===== config.mk =====
export PLATFORM = sky130hd
export DESIGN_NAME = pitch_scale_quantizer_core
export DESIGN_NICKNAME = d
export VERILOG_FILES = /design/src/psq_pkg.sv /design/src/pitch_scale_quantizer_core.sv /design/src/psq_dist.sv
export SDC_FILE = /design/constraint.sdc
export NUM_CORES = 1
export LEC_CHECK = 0
export BUFFER_PORTS_ARGS = -buffer_cell sky130_fd_sc_hd__buf_2
export CAP_MARGIN = 10
export CORE_MARGIN = 4
export CORE_UTILIZATION = 60
export DETAILED_ROUTE_END_ITERATION = 16
export GPL_ROUTABILITY_DRIVEN = 0
export PLACE_DENSITY_LB_ADDON = 0.15
export SLEW_MARGIN = 20
export SYNTH_ARGS = -nofsm -noshare
export SYNTH_HDL_FRONTEND = slang
export SYNTH_SLANG_ARGS = --single-unit

===== constraint.sdc =====
create_clock -name aclk -period 16.8 [get_ports aclk]
set_clock_uncertainty 0.2 [all_clocks]
set_input_delay 5.04 -clock aclk [delete_from_list [all_inputs] [get_ports aclk]]
set_output_delay 5.04 -clock aclk [all_outputs]
set_load 0.005 [all_outputs]

===== src/psq_pkg.sv =====
// Shared constants, scale masks and helper functions of the pitch scale quantizer.
package psq_pkg;

    localparam int FRAC_BITS = 16;
    localparam int PITCH_W   = 21;
    localparam int ROOT_W    = 4;
    localparam int CODE_W    = 5;
    localparam int NUM_SEMI  = 13;
    localparam int SEMI_W    = 4;
    localparam int ROOT_N    = 1 << ROOT_W;
    localparam int OFF_W     = FRAC_BITS + 1;
    localparam int DIST_W    = FRAC_BITS + 1;
    localparam int RES_W     = PITCH_W + 2;
    localparam int NUM_GRP   = 4;
    localparam int PIPE_DEPTH = 5;
    localparam int CNT_W     = $clog2(PIPE_DEPTH + 1);

    // Scale codes, in selector order
    localparam logic [CODE_W-1:0] SC_AEOLIAN       = 5'd0;
    localparam logic [CODE_W-1:0] SC_BLUES         = 5'd1;
    localparam logic [CODE_W-1:0] SC_CHROMATIC     = 5'd2;
    localparam logic [CODE_W-1:0] SC_DIATONIC_MIN  = 5'd3;
    localparam logic [CODE_W-1:0] SC_DORIAN        = 5'd4;
    localparam logic [CODE_W-1:0] SC_HARMONIC_MIN  = 5'd5;
    localparam logic [CODE_W-1:0] SC_INDIAN        = 5'd6;
    localparam logic [CODE_W-1:0] SC_LOCRIAN       = 5'd7;
    localparam logic [CODE_W-1:0] SC_LYDIAN        = 5'd8;
    localparam logic [CODE_W-1:0] SC_MAJOR         = 5'd9;
    localparam logic [CODE_W-1:0] SC_MELODIC_MIN   = 5'd10;
    localparam logic [CODE_W-1:0] SC_MINOR         = 5'd11;
    localparam logic [CODE_W-1:0] SC_MIXOLYDIAN    = 5'd12;
    localparam logic [CODE_W-1:0] SC_NATURAL_MIN   = 5'd13;
    localparam logic [CODE_W-1:0] SC_PENTATONIC    = 5'd14;
    localparam logic [CODE_W-1:0] SC_PHRYGIAN      = 5'd15;
    localparam logic [CODE_W-1:0] SC_TURKISH       = 5'd16;
    localparam logic [CODE_W-1:0] SC_NONE_A        = 5'd17;
    localparam logic [CODE_W-1:0] SC_PENTA_MIN     = 5'd18;
    localparam logic [CODE_W-1:0] SC_WHOLE_TONE    = 5'd19;
    localparam logic [CODE_W-1:0] SC_DIMINISHED    = 5'd20;
    localparam logic [CODE_W-1:0] SC_HARMONIC_MAJ  = 5'd21;
    localparam logic [CODE_W-1:0] SC_DOUBLE_HARM   = 5'd22;
    localparam logic [CODE_W-1:0] SC_MAJOR_BEBOP   = 5'd23;
    localparam logic [CODE_W-1:0] SC_MINOR_BEBOP   = 5'd24;
    localparam logic [CODE_W-1:0] SC_PHRYGIAN_DOM  = 5'd25;
    localparam logic [CODE_W-1:0] SC_HUNGARIAN_MIN = 5'd26;
    localparam logic [CODE_W-1:0] SC_ALTERED       = 5'd27;
    localparam logic [CODE_W-1:0] SC_NONE_B        = 5'd28;

    localparam logic [NUM_SEMI-1:0] MASK_NONE      = '0;
    localparam logic [NUM_SEMI-1:0] MASK_CHROMATIC = '1;

    typedef logic [ROOT_N-1:0][OFF_W-1:0] off_arr_t;

    // One candidate degree: present in the scale, semitone index, distance to the fraction
    typedef struct packed {
        logic              ok;
        logic [SEMI_W-1:0] idx;
        logic [DIST_W-1:0] gap;
    } cand_t;

    // n / 12 volt in fixed point, rounded to nearest
    function automatic off_arr_t twelfths();
        off_arr_t t;
        for (int i = 0; i < ROOT_N; i++) begin
            t[i] = OFF_W'(((longint'(i) << FRAC_BITS) + 64'sd6) / 12);
        end
        return t;
    endfunction

    localparam off_arr_t TWELFTH = twelfths();

    // Bit k set: semitone k belongs to the scale; zero marks a none code
    function automatic logic [NUM_SEMI-1:0] scale_mask(input logic [CODE_W-1:0] code);
        logic [NUM_SEMI-1:0] m;
        unique case (code)
            SC_AEOLIAN:       m = 13'b1_0101_1010_1101;
            SC_BLUES:         m = 13'b1_0100_1110_1001;
            SC_CHROMATIC:     m = 13'b1_1111_1111_1111;
            SC_DIATONIC_MIN:  m = 13'b1_0101_1010_1101;
            SC_DORIAN:        m = 13'b1_0110_1010_1101;
            SC_HARMONIC_MIN:  m = 13'b1_1001_1010_1101;
            SC_INDIAN:        m = 13'b1_0101_0011_0011;
            SC_LOCRIAN:       m = 13'b1_0101_0110_1011;
            SC_LYDIAN:        m = 13'b1_1010_1101_0101;
            SC_MAJOR:         m = 13'b1_1010_1011_0101;
            SC_MELODIC_MIN:   m = 13'b1_1111_1010_1101;
            SC_MINOR:         m = 13'b1_0101_1010_1101;
            SC_MIXOLYDIAN:    m = 13'b1_0110_1011_0101;
            SC_NATURAL_MIN:   m = 13'b1_0101_1010_1101;
            SC_PENTATONIC:    m = 13'b1_0010_1001_0101;
            SC_PHRYGIAN:      m = 13'b1_0101_1010_1011;
            SC_TURKISH:       m = 13'b1_1100_1010_1011;
            SC_NONE_A:        m = MASK_NONE;
            SC_PENTA_MIN:     m = 13'b1_0100_1010_1001;
            SC_WHOLE_TONE:    m = 13'b1_0101_0101_0101;
            SC_DIMINISHED:    m = 13'b1_1011_0110_1101;
            SC_HARMONIC_MAJ:  m = 13'b1_1001_1011_0101;
            SC_DOUBLE_HARM:   m = 13'b1_1001_1011_0011;
            SC_MAJOR_BEBOP:   m = 13'b1_1011_1011_0101;
            SC_MINOR_BEBOP:   m = 13'b1_0111_1010_1101;
            SC_PHRYGIAN_DOM:  m = 13'b1_0101_1011_0011;
            SC_HUNGARIAN_MIN: m = 13'b1_1001_1100_1101;
            SC_ALTERED:       m = 13'b1_0101_0101_1011;
            SC_NONE_B:        m = MASK_NONE;
            default:          m = MASK_NONE;
        endcase
        return m;
    endfunction

    // a holds the lower semitone: b wins only when a is not in the scale or b is strictly closer
    function automatic cand_t pick(input cand_t a, input cand_t b);
        cand_t r;
        if (b.ok && (!a.ok || (b.gap < a.gap))) begin
            r = b;
        end else begin
            r = a;
        end
        return r;
    endfunction

endpackage


===== src/pitch_scale_quantizer_core.sv =====
// Top level of the pitch scale quantizer: five-stage pipeline from pitch word to quantized pitch.
//
//  channel  | handshake             | payload
//  ---------+-----------------------+---------------------------------------------
//  s_       | s_valid / s_ready     | s_pitch_in, s_root_note, s_scale_select
//  m_       | m_valid / m_ready     | m_pitch_out
//  cfg_     | cfg_valid / cfg_ready | cfg_wdata (none_is_chromatic)
//
//  One word enters per cycle while m_ready does not stall the pipeline; each word
//  passes through the five register stages (root subtract, distances, two halves of the
//  nearest-degree tree, final add with saturation).
//  Each stage advances when it is empty or the stage after it advances, so a
//  stall on m_ready freezes only the filled stages and bubbles still close up.
//  Reset (aresetn low, synchronous) clears all stage valid bits and the
//  configuration bit; cfg_ready is always high.
module pitch_scale_quantizer_core (
    input  logic                                aclk,
    input  logic                                aresetn,
    input  logic                                s_valid,
    output logic                                s_ready,
    input  logic signed [psq_pkg::PITCH_W-1:0]  s_pitch_in,
    input  logic [psq_pkg::ROOT_W-1:0]          s_root_note,
    input  logic [psq_pkg::CODE_W-1:0]          s_scale_select,
    output logic                                m_valid,
    input  logic                                m_ready,
    output logic signed [psq_pkg::PITCH_W-1:0]  m_pitch_out,
    input  logic                                cfg_valid,
    output logic                                cfg_ready,
    input  logic                                cfg_wdata
);
    import psq_pkg::*;

    localparam logic signed [RES_W-1:0] RES_MAX = RES_W'((64'sd1 <<< (PITCH_W - 1)) - 64'sd1);
    localparam logic signed [RES_W-1:0] RES_MIN = RES_W'(-(64'sd1 <<< (PITCH_W - 1)));

    // Configuration register
    logic chrom_reg;

    // Stage valid bits and advance enables
    logic v1_reg, v2_reg, v3_reg, v4_reg, v5_reg;
    logic adv1, adv2, adv3, adv4, adv5;

    // Stage 1: fraction relative to root, scale mask
    logic signed [PITCH_W-1:0]  pitch1_reg;
    logic [FRAC_BITS-1:0]       frac1_reg,  frac1_next;
    logic [NUM_SEMI-1:0]        mask1_reg,  mask1_next;
    logic                       pass1_reg,  pass1_next;
    logic [NUM_SEMI-1:0]        mask_raw;
    logic [OFF_W-1:0]           root_off;

    // Stage 2: distances
    logic signed [PITCH_W-1:0]  pitch2_reg;
    logic [FRAC_BITS-1:0]       frac2_reg;
    logic [NUM_SEMI-1:0]        mask2_reg;
    logic                       pass2_reg;
    logic [DIST_W-1:0]          dist2 [NUM_SEMI];

    // Stage 3: best candidate of each group of four, and semitone 12 on its own
    logic signed [PITCH_W-1:0]  pitch3_reg;
    logic [FRAC_BITS-1:0]       frac3_reg;
    logic                       pass3_reg;
    cand_t                      cand [NUM_SEMI];
    cand_t                      grp3_reg  [NUM_GRP];
    cand_t                      grp3_next [NUM_GRP];

    // Stage 4: chosen semitone
    logic signed [PITCH_W-1:0]  pitch4_reg;
    logic [FRAC_BITS-1:0]       frac4_reg;
    logic                       pass4_reg;
    logic [SEMI_W-1:0]          idx4_reg;
    cand_t                      best4;

    // Stage 5: output word
    logic signed [PITCH_W-1:0]  out5_reg, out5_next;
    logic signed [RES_W-1:0]    res5;

    assign cfg_ready = 1'b1;

    always_ff @(posedge aclk) begin
        if (!aresetn) begin
            chrom_reg <= 1'b0;
        end else if (cfg_valid) begin
            chrom_reg <= cfg_wdata;
        end
    end

    // A stage takes a new word when it is empty or its word moves on
    assign adv5    = !v5_reg || m_ready;
    assign adv4    = !v4_reg || adv5;
    assign adv3    = !v3_reg || adv4;
    assign adv2    = !v2_reg || adv3;
    assign adv1    = !v1_reg || adv2;
    assign s_ready = adv1;

    always_ff @(posedge aclk) begin
        if (!aresetn) begin
            v1_reg <= 1'b0;
            v2_reg <= 1'b0;
            v3_reg <= 1'b0;
            v4_reg <= 1'b0;
            v5_reg <= 1'b0;
        end else begin
            if (adv1) begin
                v1_reg <= s_valid;
            end
            if (adv2) begin
                v2_reg <= v1_reg;
            end
            if (adv3) begin
                v3_reg <= v2_reg;
            end
            if (adv4) begin
                v4_reg <= v3_reg;
            end
            if (adv5) begin
                v5_reg <= v4_reg;
            end
        end
    end

    // Stage 1: only the fraction bits of pitch - root offset matter downstream
    assign mask_raw = scale_mask(s_scale_select);
    assign root_off = TWELFTH[s_root_note];

    always_comb begin
        frac1_next = s_pitch_in[FRAC_BITS-1:0] - root_off[FRAC_BITS-1:0];
        if (mask_raw == MASK_NONE) begin
            mask1_next = chrom_reg ? MASK_CHROMATIC : MASK_NONE;
            pass1_next = !chrom_reg;
        end else begin
            mask1_next = mask_raw;
            pass1_next = 1'b0;
        end
    end

    always_ff @(posedge aclk) begin
        if (adv1) begin
            pitch1_reg <= s_pitch_in;
            frac1_reg  <= frac1_next;
            mask1_reg  <= mask1_next;
            pass1_reg  <= pass1_next;
        end
    end

    // Stage 2: distance to each semitone offset
    psq_dist u_dist (
        .aclk  (aclk),
        .en    (adv2),
        .frac  (frac1_reg),
        .dists (dist2)
    );

    always_ff @(posedge aclk) begin
        if (adv2) begin
            pitch2_reg <= pitch1_reg;
            frac2_reg  <= frac1_reg;
            mask2_reg  <= mask1_reg;
            pass2_reg  <= pass1_reg;
        end
    end

    // Stage 3: first half of the tree; lower semitone always on the left to keep ties
    always_comb begin
        for (int k = 0; k < NUM_SEMI; k++) begin
            cand[k].ok  = mask2_reg[k];
            cand[k].idx = SEMI_W'(k);
            cand[k].gap = dist2[k];
        end
        grp3_next[0] = pick(pick(cand[0], cand[1]), pick(cand[2], cand[3]));
        grp3_next[1] = pick(pick(cand[4], cand[5]), pick(cand[6], cand[7]));
        grp3_next[2] = pick(pick(cand[8], cand[9]), pick(cand[10], cand[11]));
        grp3_next[3] = cand[12];
    end

    always_ff @(posedge aclk) begin
        if (adv3) begin
            pitch3_reg <= pitch2_reg;
            frac3_reg  <= frac2_reg;
            pass3_reg  <= pass2_reg;
            grp3_reg   <= grp3_next;
        end
    end

    // Stage 4: second half of the tree
    assign best4 = pick(pick(grp3_reg[0], grp3_reg[1]), pick(grp3_reg[2], grp3_reg[3]));

    always_ff @(posedge aclk) begin
        if (adv4) begin
            pitch4_reg <= pitch3_reg;
            frac4_reg  <= frac3_reg;
            pass4_reg  <= pass3_reg;
            idx4_reg   <= best4.idx;
        end
    end

    // Stage 5: pitch - fraction + degree offset, saturated to the pitch range; pass-through words keep their pitch
    assign res5 = RES_W'(pitch4_reg)
                - $signed({{(RES_W - FRAC_BITS){1'b0}}, frac4_reg})
                + $signed({{(RES_W - OFF_W){1'b0}}, TWELFTH[idx4_reg]});

    always_comb begin
        if (pass4_reg) begin
            out5_next = pitch4_reg;
        end else if (res5 > RES_MAX) begin
            out5_next = RES_MAX[PITCH_W-1:0];
        end else if (res5 < RES_MIN) begin
            out5_next = RES_MIN[PITCH_W-1:0];
        end else begin
            out5_next = res5[PITCH_W-1:0];
        end
    end

    always_ff @(posedge aclk) begin
        if (adv5) begin
            out5_reg <= out5_next;
        end
    end

    assign m_valid     = v5_reg;
    assign m_pitch_out = out5_reg;

endmodule


===== src/psq_dist.sv =====
// Distance stage: registers the distance of the fraction to every semitone offset.
module psq_dist (
    input  logic                       aclk,
    input  logic                       en,
    input  logic [psq_pkg::FRAC_BITS-1:0] frac,
    output logic [psq_pkg::DIST_W-1:0] dists [psq_pkg::NUM_SEMI]
);
    import psq_pkg::*;

    logic [DIST_W-1:0] dist_reg  [NUM_SEMI];
    logic [DIST_W-1:0] dist_next [NUM_SEMI];
    logic [DIST_W-1:0] frac_ext;

    assign frac_ext = {1'b0, frac};

    always_comb begin
        for (int k = 0; k < NUM_SEMI; k++) begin
            if (frac_ext >= TWELFTH[k]) begin
                dist_next[k] = frac_ext - TWELFTH[k];
            end else begin
                dist_next[k] = TWELFTH[k] - frac_ext;
            end
        end
    end

    always_ff @(posedge aclk) begin
        if (en) begin
            dist_reg <= dist_next;
        end
    end

    assign dists = dist_reg;

endmodule


# == After elaboration in Yosys (flattened, before gate mapping) ==
# Memories as Yosys holds them, arrays and structs flattened. A register that Yosys moved wholly into a read port is not among the register bits.
# Index checks and enable logic that the tools add are counted.
# word_totals
n_memories,3
register_bits,514
output_inout_bits,24
rom_bits,960
inputBits,36
# op_classes
n_mux,33
order_cmp,29
reduce_logical,48
n_addsub,28
# memory_table
memory,depth,word_bits,read_ports,rd_ports_with_merged_regs,wr,line,text
(name not given),32,13,1,0,0,psq_pkg.sv:75,unique case (code)
(name not given),16,17,1,1,0,pitch_scale_quantizer_core.sv:199,"+ $signed({{(RES_W - OFF_W){1'b0}}, TWELFTH[idx4_reg]});"
(name not given),16,17,1,0,0,pitch_scale_quantizer_core.sv:123,assign root_off = TWELFTH[s_root_note];
# op_table
operator,n
$mux 22,11
$mux 17,13
$lt 17x17->1,12
$sub 16x16->17 const A,6
$sub 16x16->17 const B,6
$ge 16x16->1 const B,6
$mux 21,4
$sub 15x16->17 const A,3
$sub 16x15->17 const B,3
$ge 16x15->1 const B,3
$mux 16,2
$mux 13,2
$add 22x18->23,1
$gt 23x21->1 const B,1
$lt 23x21->1 const B,1
$sub 21x17->22,1
$logic_not 1->1,18
$ge 16x17->1 const B,1
$logic_or 1x1->1,17
$sub 1x16->17 const A,1
$sub 13x16->17 const A,1
$sub 14x16->17 const A,1
$sub 16x13->17 const B,1
$sub 16x14->17 const B,1
10 further kinds,22

# == Logic depth before layout (Yosys ltp) ==
# Gate-level depths: netlist of run 1.
# depth
word_depth,9
ltp_mapped,25
ltp_nobuf,23

# == Cells and area by module ==
# Synthesis of run 1 repeated with hierarchy kept, for this count alone.
# unflattened
cells_unflattened,2758
area_unflattened_um2,30868.4
# modules_own_cells
mod,cells_each,seq_area_each_um2,n_inst,area_each_um2
pitch_scale_quantizer_core,1795,8618.3,1,19276.0
psq_dist,963,6516.2,1,11592.4

# == Least setup slack after synthesis of run 1 ==
# OpenSTA, ideal clock, no wires.
# synth_path
path_kind,input port to flip-flop
startpoint,in m_ready
endpoint,reg frac2_reg[0] (enable)
arrival_ns,11.513
slack_ns,2.394
path_buffers,1
cell_stages,4
setup_time_ns,2.694
cell_sequence,nor2b_1 > and2_1 > clkbuf_1 > nand3_1
# synth_between
elab_chain_cells,4
# synth_lines
element,line,text
from (decl),pitch_scale_quantizer_core.sv:25,"input logic m_ready,"
$logic_or 1x1->1,pitch_scale_quantizer_core.sv:88,assign adv5 = !v5_reg || m_ready;
$logic_or 1x1->1,pitch_scale_quantizer_core.sv:89,assign adv4 = !v4_reg || adv5;
$logic_or 1x1->1,pitch_scale_quantizer_core.sv:90,assign adv3 = !v3_reg || adv4;
$logic_or 1x1->1,pitch_scale_quantizer_core.sv:91,assign adv2 = !v2_reg || adv3;
named net adv2,pitch_scale_quantizer_core.sv:41,"logic adv1, adv2, adv3, adv4, adv5;"
to (signal assigned),pitch_scale_quantizer_core.sv:156,frac2_reg <= frac1_reg;
to (decl),pitch_scale_quantizer_core.sv:53,logic [FRAC_BITS-1:0] frac2_reg;
# The timed path passes the listed nets, and every way through them passes these cells.
# A chain may end at the register's enable or synchronous reset.

# == Worst setup path after layout of run 1 ==
# layout_path
startpoint,in m_ready
endpoint,out s_ready
# layout_between
elab_chain_cells,5
# layout_lines
element,line,text
$logic_or 1x1->1,pitch_scale_quantizer_core.sv:88,
$logic_or 1x1->1,pitch_scale_quantizer_core.sv:89,
$logic_or 1x1->1,pitch_scale_quantizer_core.sv:90,
$logic_or 1x1->1,pitch_scale_quantizer_core.sv:91,
$logic_or 1x1->1,pitch_scale_quantizer_core.sv:92,assign adv1 = !v1_reg || adv2;
to (decl),pitch_scale_quantizer_core.sv:20,"output logic s_ready,"
# Every way passes these cells.

==> results by group, run 1 <==
Outcome
  • Outcome: complete, no violations

STA
  • Minimum hold slack: between 0.2 and 0.25 ns
  • Setup ws final: 4.88 ns
  • Final-report hold violation count: 0
  • Measured slew at the worst slew-check pin: roughly 1.1 ns
  • Final count of pins violating max slew: 0
  • Max-Slew Margin vs Limit: 0.246
  • Minimum clock period: 11.92 ns
  • Max Fclk: around 0.084 GHz
  • RSZ-0062 raised after global routing: no
  • Setup TNS: 0 ns
  • Final setup fails: 0
  • Tcrit/Tclk final: 0.709

Clock network
  • Clock tree buffer depth: 3
  • Worst skew pair latency: about 0.60 ns
  • Post-cts resize count: 0
  • H-tree levels: 2
  • Number of CTS-inserted buffers: 52
  • Post-CTS setup buffer count: 0
  • Clock slew at reported path FFs: around 0.060 ns
  • Clk root buf: clkbuf_16
  • Clk sink count: 506
  • Hold Buf Count CTS: 0
  • CTS tree: yes

Die
  • Site Rows: slightly above 80
  • Core Region: between 40000 and 50000 um2
  • Die height: 231 um
  • Die area: 53300 um2
  • Chip width: 231 um
  • Initial Utilization: 0.608
  • IO Pins: 60

Placed design
  • Pre-CTS setup slack: between 4 and 5 ns
  • PortBufs: 58
  • DP Wirelength: approximately 56 mm

Global route
  • First-pass GRT wire length: approximately 120 mm
  • Antenna violations before repair: 14
  • Vias in the first global route: between 20000 and 25000
  • GRT Total Usage: 0.282
  • Largest net degree at the start of global routing: ~190
  • Grt total ovfl: 0

Synthesis
  • Yosys warning count: 0
  • Post-synthesis sequential area ratio: 0.506
  • Syn Inst Count: ~2700
  • Mean Syn Cell Area: around 11 um2
  • Main combinational cell family by area after synthesis: compound AO/OA/AOI/OAI gates
  • Post-synth top flop: edfxtp_1
  • Mux contribution to synthesized area: 0.0542
  • Post-synth EDFFs: around 490
  • Cell variety after synth: a little under 90
  • Post-synthesis adder-cell area fraction: 0.122
  • Post-synthesis compound-gate area fraction: 0.127
  • Async SR Flop Fraction: 0
  • Post-Synth Simple-Gate Area: 0.0900
  • Netlist Area Pre-Place: just under 30000 um2
  • Post-Synth XOR/XNOR Area: 0.0444
  • Yosys reg bits: 506

Routing
  • Final wirelength: about 75 mm
  • Remaining DRCs: 0
  • WL/cell: 21.7 um
  • Vias: about 21000
  • Drt initial violations: approximately 2300
  • Metal3 WL: about 6.3 mm
  • Vias/cell: slightly above 6
  • Drt first pass iters: 6
  • Max layer used: met5
  • Met2 Wirelength: roughly 34 mm
  • Final ANT Viol Nets: 0
  • M1 wire length: roughly 32 mm

Min path
  • WHS Path Cells: 0
  • Worst min path class: flop to flop
  • Worst hold start: frac3_reg[7]
  • Hold endpoint: frac4_reg[7]

Critical path
  • Worst Reg2Reg Path Length in Cells: 20
  • FF-to-FF Start: frac2_reg[0]
  • Crit path top cell by count: buf_2
  • Delay-heaviest family, CP: simple AND/OR/NAND/NOR gates
  • Worst Path Required: 11.56 ns
  • Crit-path max cell delay: approximately 0.5 ns
  • FF-to-FF End: grp3_reg[59]
  • R2R Setup Slk: approximately 10 ns
  • Largest fanout on the critical path: 52
  • Worst Setup End Kind: output pin
  • Critical path type: input port to output pin
  • Critical Path AT: approximately 6.7 ns
  • Startpoint Class: input port
  • Buffers & Inverters on Critical Path: 3
  • Slowest CP cell: and2_1
  • CP Cell Sequence: buf_2 > nor2b_1 > and2_1 > nand4_1 > buf_4 > buf_2

Job
  • Max-Cap Viols: 0

Cells and area
  • Final net count: around 3100
  • Ant. Diodes: 0
  • Share of cells above drive strength 1: 0.0821
  • Synthesis-to-layout area growth: 9.19%
  • Fillers: about 3700
  • Max reg flops: between 200 and 250

Power
  • Power Density: between 200 and 250 nW/um2
  • Peak supply drop: 120 uV
  • Leak: approximately 0.014 uW
-- cell usage in the layout, fill, tap and decap left out, types with 7 or more instances in the layout --
master	netlist	layout
edfxtp_1	494	494
inv_1	303	302
ha_1	263	263
nand2_1	210	209
nor2_1	191	191
a21oi_1	188	188
o21ai_0	158	156
mux2i_1	150	150
xnor2_1	133	133
a21o_1	64	64
buf_2	18	58
clkbuf_16	0	52
nor3_1	38	37
buf_4	10	36
nand3_1	34	33
nand4_1	32	32
o21a_1	25	25
nand2b_1	22	22
a22oi_1	21	21
nor2b_1	21	20
xor2_1	18	18
a211oi_1	17	17
fa_1	17	17
clkinv_1	6	16
o211ai_1	13	13
o21bai_1	13	13
dfxtp_1	12	12
clkbuf_1	70	10
bufinv_16	0	10
or2_2	9	9
mux2_2	9	9
a31oi_1	10	9
o21ai_1	8	8
or3_1	7	7
o31ai_1	7	7
-- power breakdown --
group | internal, uW | switching, uW
logic | 1580 | 2540
clock network | 729 | 482
registers | 2050 | 228
-- worst register-to-register path, stage by stage, from the launching register on --
cell and delay (ns):
edfxtp_1 0.80, nand2b_1 0.12, a21o_1 0.20, a21o_1 0.17
a21oi_1 0.21, o211ai_1 0.22, a221o_1 0.39, a31oi_2 0.43
buf_4 0.37, mux2i_1 0.31, inv_1 0.08, ha_1 0.31
nand4_1 0.09, nor2_1 0.26, nand3_1 0.22, or3_1 0.41
a21oi_1 0.24, nor2_1 0.11, a41oi_2 0.33, buf_4 0.37
mux2i_1 0.66
-- per-stage QoR --
step,cells,utilization,cell area (um2),total power [uW]
after floorplan,2726,-,29800,5110
after global placement,3373,0.627,30800,6130
after detailed placement,3373,0.627,30800,6310
after CTS,3467,0.663,32500,7560
after global routing,3467,0.664,32600,8160
final,3467,0.664,32600,7610
-- how the worst max path moves through the flow --
stage,from,to,slack [ns],cells after the start
after floorplan,m_ready,frac2_reg[0],2.39,4
after global placement,m_ready,s_ready,4.98,6
after detailed placement,m_ready,s_ready,4.90,6
after CTS,m_ready,s_ready,4.87,6
after global routing,m_ready,s_ready,4.77,6
final,m_ready,s_ready,4.88,6
-- synth_stat cells (all sizes together) (21+ instances only) --
cell type,n,area share
a22oi,21,0.0053
buf,42,0.0084
xnor2,133,0.039
clkbuf,70,0.0088
nand2b,22,0.0046
mux2i,151,0.051
nor2b,22,0.0047
edfxtp,494,0.50
o21a,25,0.0063
nor2,191,0.024
o21ai,168,0.028
inv,307,0.039
nand2,210,0.026
a21oi,193,0.033
nor3,38,0.0064
ha,263,0.11
a21o,64,0.016
nand4,32,0.0067
nand3,34,0.0057
-- area by class of cell --
type / instances / area, um2 / share of cell area
multi-input combinational: 1795 / 13100 / 0.403
tap: 664 / 831 / 0.0255
sequential: 506 / 15100 / 0.463
timing repair buffer: 95 / 581 / 0.0178
clock inverter: 30 / 408 / 0.0125
inverter: 313 / 1170 / 0.0361
clock buffer: 64 / 1370 / 0.0420
-- per-layer routing --
metal  vias to the layer above  global-route usage
met5                         -                   0
li1                       9810                   -
met1                     10100               0.402
met3                       162              0.0450
met2                       872               0.447
met4                         6              0.0910
-- logic make-up (layout without fill, tap and decap cells) --
group / after synthesis / after routing
AO/OA/AOI/OAI: 604 / 604
AND/OR/NAND/NOR: 597 / 597
flip-flops: 506 / 506
buffers and inverters: 425 / 502
adder cells (fa/ha/maj): 280 / 280
multiplexers: 160 / 160
XOR/XNOR: 151 / 151
other: 2 / 3
Note: power is estimated with default switching activity, not from simulation.
==> inputs of run 2 (changes only) <==
- CORE_UTILIZATION: 60 -> 58
- clock period: 16.8 -> 9.6 ns (I/O delays scaled with it)
==> run 2 against run 1 <==
Compared with the run above: design area is 0.29% higher; clock power is 79% higher; worst hold slack better by 0.0037 ns; register-to-register slack worse by 6.8 ns; die area is 3.3% higher; non-clock buffer count is 2 lower; core utilization is 1.7 points lower; clock-buffer cell count is 2 lower; sequential cell count stayed put; worst setup slack worse by 2.8 ns; largest power group unchanged.
==> results by group, run 2 (synthesis results as in run 1) <==
Critical path
  • Startpoint Class: input port
  • R2R Setup Slk: 3.24 ns (-6.76 ns)
  • Worst Setup End Kind: output pin
  • Buffers & Inverters on Critical Path: 2 (-1)
  • FF-to-FF Start: frac2_reg[0]
  • Worst Path Required: 6.52 ns (-5.04 ns)
  • Crit-path max cell delay: 0.50 ns (about the same)
  • Delay-heaviest family, CP: simple AND/OR/NAND/NOR gates
  • Slowest CP cell: and2_1
  • Critical Path AT: 4.41 ns (-2.27 ns)
  • Worst Reg2Reg Path Length in Cells: 19 (-5.0%)
  • Crit path top cell by count: buf_2
  • Largest fanout on the critical path: 10 (-81%)
  • FF-to-FF End: grp3_reg[79]
  • Critical path type: input port to output pin
  • CP Cell Sequence: buf_2 > nor2b_1 > and2_1 > nand4_1 > buf_2

STA
  • Measured slew at the worst slew-check pin: 1.16 ns (+0.0280 ns)
  • Final count of pins violating max slew: 0 (unchanged)
  • Tcrit/Tclk final: 0.780
  • Max Fclk: between 0.1 and 0.15 GHz
  • Final-report hold violation count: 0 (unchanged)
  • Final setup fails: 0 (unchanged)
  • Setup TNS: 0 ns (unchanged)
  • Minimum hold slack: 0.216 ns (+0.00368 ns)
  • Max-Slew Margin vs Limit: 0.223 (-0.0238)
  • Minimum clock period: between 7 and 8 ns
  • RSZ-0062 raised after global routing: no

Global route
  • Vias in the first global route: 20500 (+0.58%)
  • GRT Total Usage: 0.273 (-0.00918)
  • Antenna violations before repair: 8 (-6)
  • First-pass GRT wire length: 118 mm (+1.6%)
  • Largest net degree at the start of global routing: 189 (-1.6%)
  • Grt total ovfl: 0 (unchanged)

Clock network
  • Post-cts resize count: 0 (unchanged)
  • Clk sink count: 506 (unchanged)
  • Hold Buf Count CTS: 0 (unchanged)
  • Clock slew at reported path FFs: 0.06 ns (about the same)
  • Worst skew pair latency: 0.62 ns (+0.02 ns)
  • Clock tree buffer depth: 3 (unchanged)
  • Clk root buf: clkbuf_16
  • CTS tree: yes
  • Post-CTS setup buffer count: 0 (unchanged)
  • Number of CTS-inserted buffers: 54 (+3.8%)
  • H-tree levels: 2 (unchanged)

Cells and area
  • Max reg flops: 216 (unchanged)
  • Commonest cells after routing, fill and taps aside: edfxtp_1, inv_1, ha_1, nand2_1, nor2_1
  • Final net count: 3079 (unchanged)
  • Util after Layout: 0.647 (-0.0169)
  • Fin cells: 3480 (+0.37%)
  • Share of cells above drive strength 1: 0.0855 (+0.00345)
  • Commonest non-fill, non-tap cell in the layout: edfxtp_1
  • Synthesis-to-layout area growth: 9.50%

Routing
  • Final ANT Viol Nets: 0 (unchanged)
  • Vias: 21000 (+0.10%)
  • Drt first pass iters: 6 (unchanged)
  • WL/cell: 22.1 um (+2.1%)
  • Remaining DRCs: 0 (unchanged)
  • Final wirelength: 77.0 mm (+2.4%)
  • Vias/cell: 6.04 (-0.27%)
  • Drt initial violations: 2269 (-1.6%)

Power
  • Leak: 0.0144 uW (+0.20%)
  • Power Density: 411 nW/um2 (+76%)
  • Peak supply drop: 186 uV (+55%)

Job
  • Max-Cap Viols: 0 (unchanged)

Die
  • Core Region: 50500 um2 (+2.9%)
  • IO Pins: 60 (unchanged)
  • Site Rows: 82 (+1.2%)
  • Chip width: 235 um (+1.6%)
  • Initial Utilization: 0.591 (-0.0172)
  • Die area: 55100 um2 (+3.3%)
  • Die height: 235 um (+1.6%)

Placed design
  • DP Wirelength: 56.9 mm (+1.4%)
  • Placed insts: 3379 (+0.18%)
  • PortBufs: 58 (unchanged)

Min path
  • Worst hold start: pitch2_reg[1]
  • Worst min path class: flop to flop
  • Hold endpoint: pitch3_reg[1]
  • WHS Path Cells: 0 (unchanged)

Outcome
  • Outcome: complete, no violations
-- run 2: worst register-to-register path, cell delays in order (launching register included) --
cell,delay [ns]
edfxtp_1,0.78
nand2b_1,0.14
a211oi_1,0.30
o21bai_1,0.18
a221oi_1,0.53
o22ai_1,0.20
o21ai_2,0.29
buf_4,0.40
nor2_1,0.10
a21oi_1,0.25
ha_1,0.30
a21o_1,0.18
a21o_1,0.18
a211oi_1,0.24
o21bai_1,0.11
a21oi_1,0.21
o211ai_1,0.20
nor4b_2,0.31
buf_4,0.37
mux2i_1,0.60
-- run 2: per-stage QoR --
step           worst slack (ns)  area, um2  power [uW]
2_1_floorplan             0.764      29800        8950
3_3_place_gp               2.14      30800       10700
3_5_place_dp               2.12      30800       11100
4_1_cts                    2.10      32600       13300
5_1_grt                    2.03      32600       14300
6_report                   2.11      32700       13400
-- run 2: worst max-delay path by stage --
stage / slack, ns / cells after the start / end / start
after floorplan: 0.76 / 4 / frac2_reg[0] / m_ready
after global placement: 2.14 / 5 / s_ready / m_ready
after detailed placement: 2.12 / 5 / s_ready / m_ready
after CTS: 2.10 / 5 / s_ready / m_ready
after global routing: 2.03 / 5 / s_ready / m_ready
final: 2.11 / 5 / s_ready / m_ready
-- run 2: area by class of cell --
cell class              count  area, um2
repair buffers             93        566
inverters                 313       1170
well taps                 672        841
diodes                      1       2.50
flip-flops and latches    506      15100
multi-input cells        1795      13100
fillers                  3909      17800
clock buffers              62       1400
clock inverters            38        454
-- run 2: per-layer routing --
| layer | global-route usage | wire length, um | vias to the layer above |
|---|---|---|---|
| li1 | - | - | 9802 |
| met1 | 0.394 | 33100 | 10200 |
| met2 | 0.427 | 34700 | 908 |
| met3 | 0.0386 | 6430 | 146 |
| met4 | 0.0945 | 2760 | 2 |
| met5 | 0 | 13 | - |
-- run 2: power by group --
| group | leakage, uW | total [uW] | switching, uW | internal [uW] |
|---|---|---|---|---|
| logic | 0.00810 | 7220 | 4450 | 2780 |
| registers | 0.00536 | 4020 | 430 | 3590 |
| clock network | 0.000895 | 2160 | 892 | 1270 |
| total | 0.0144 | 13400 | 5770 | 7640 |
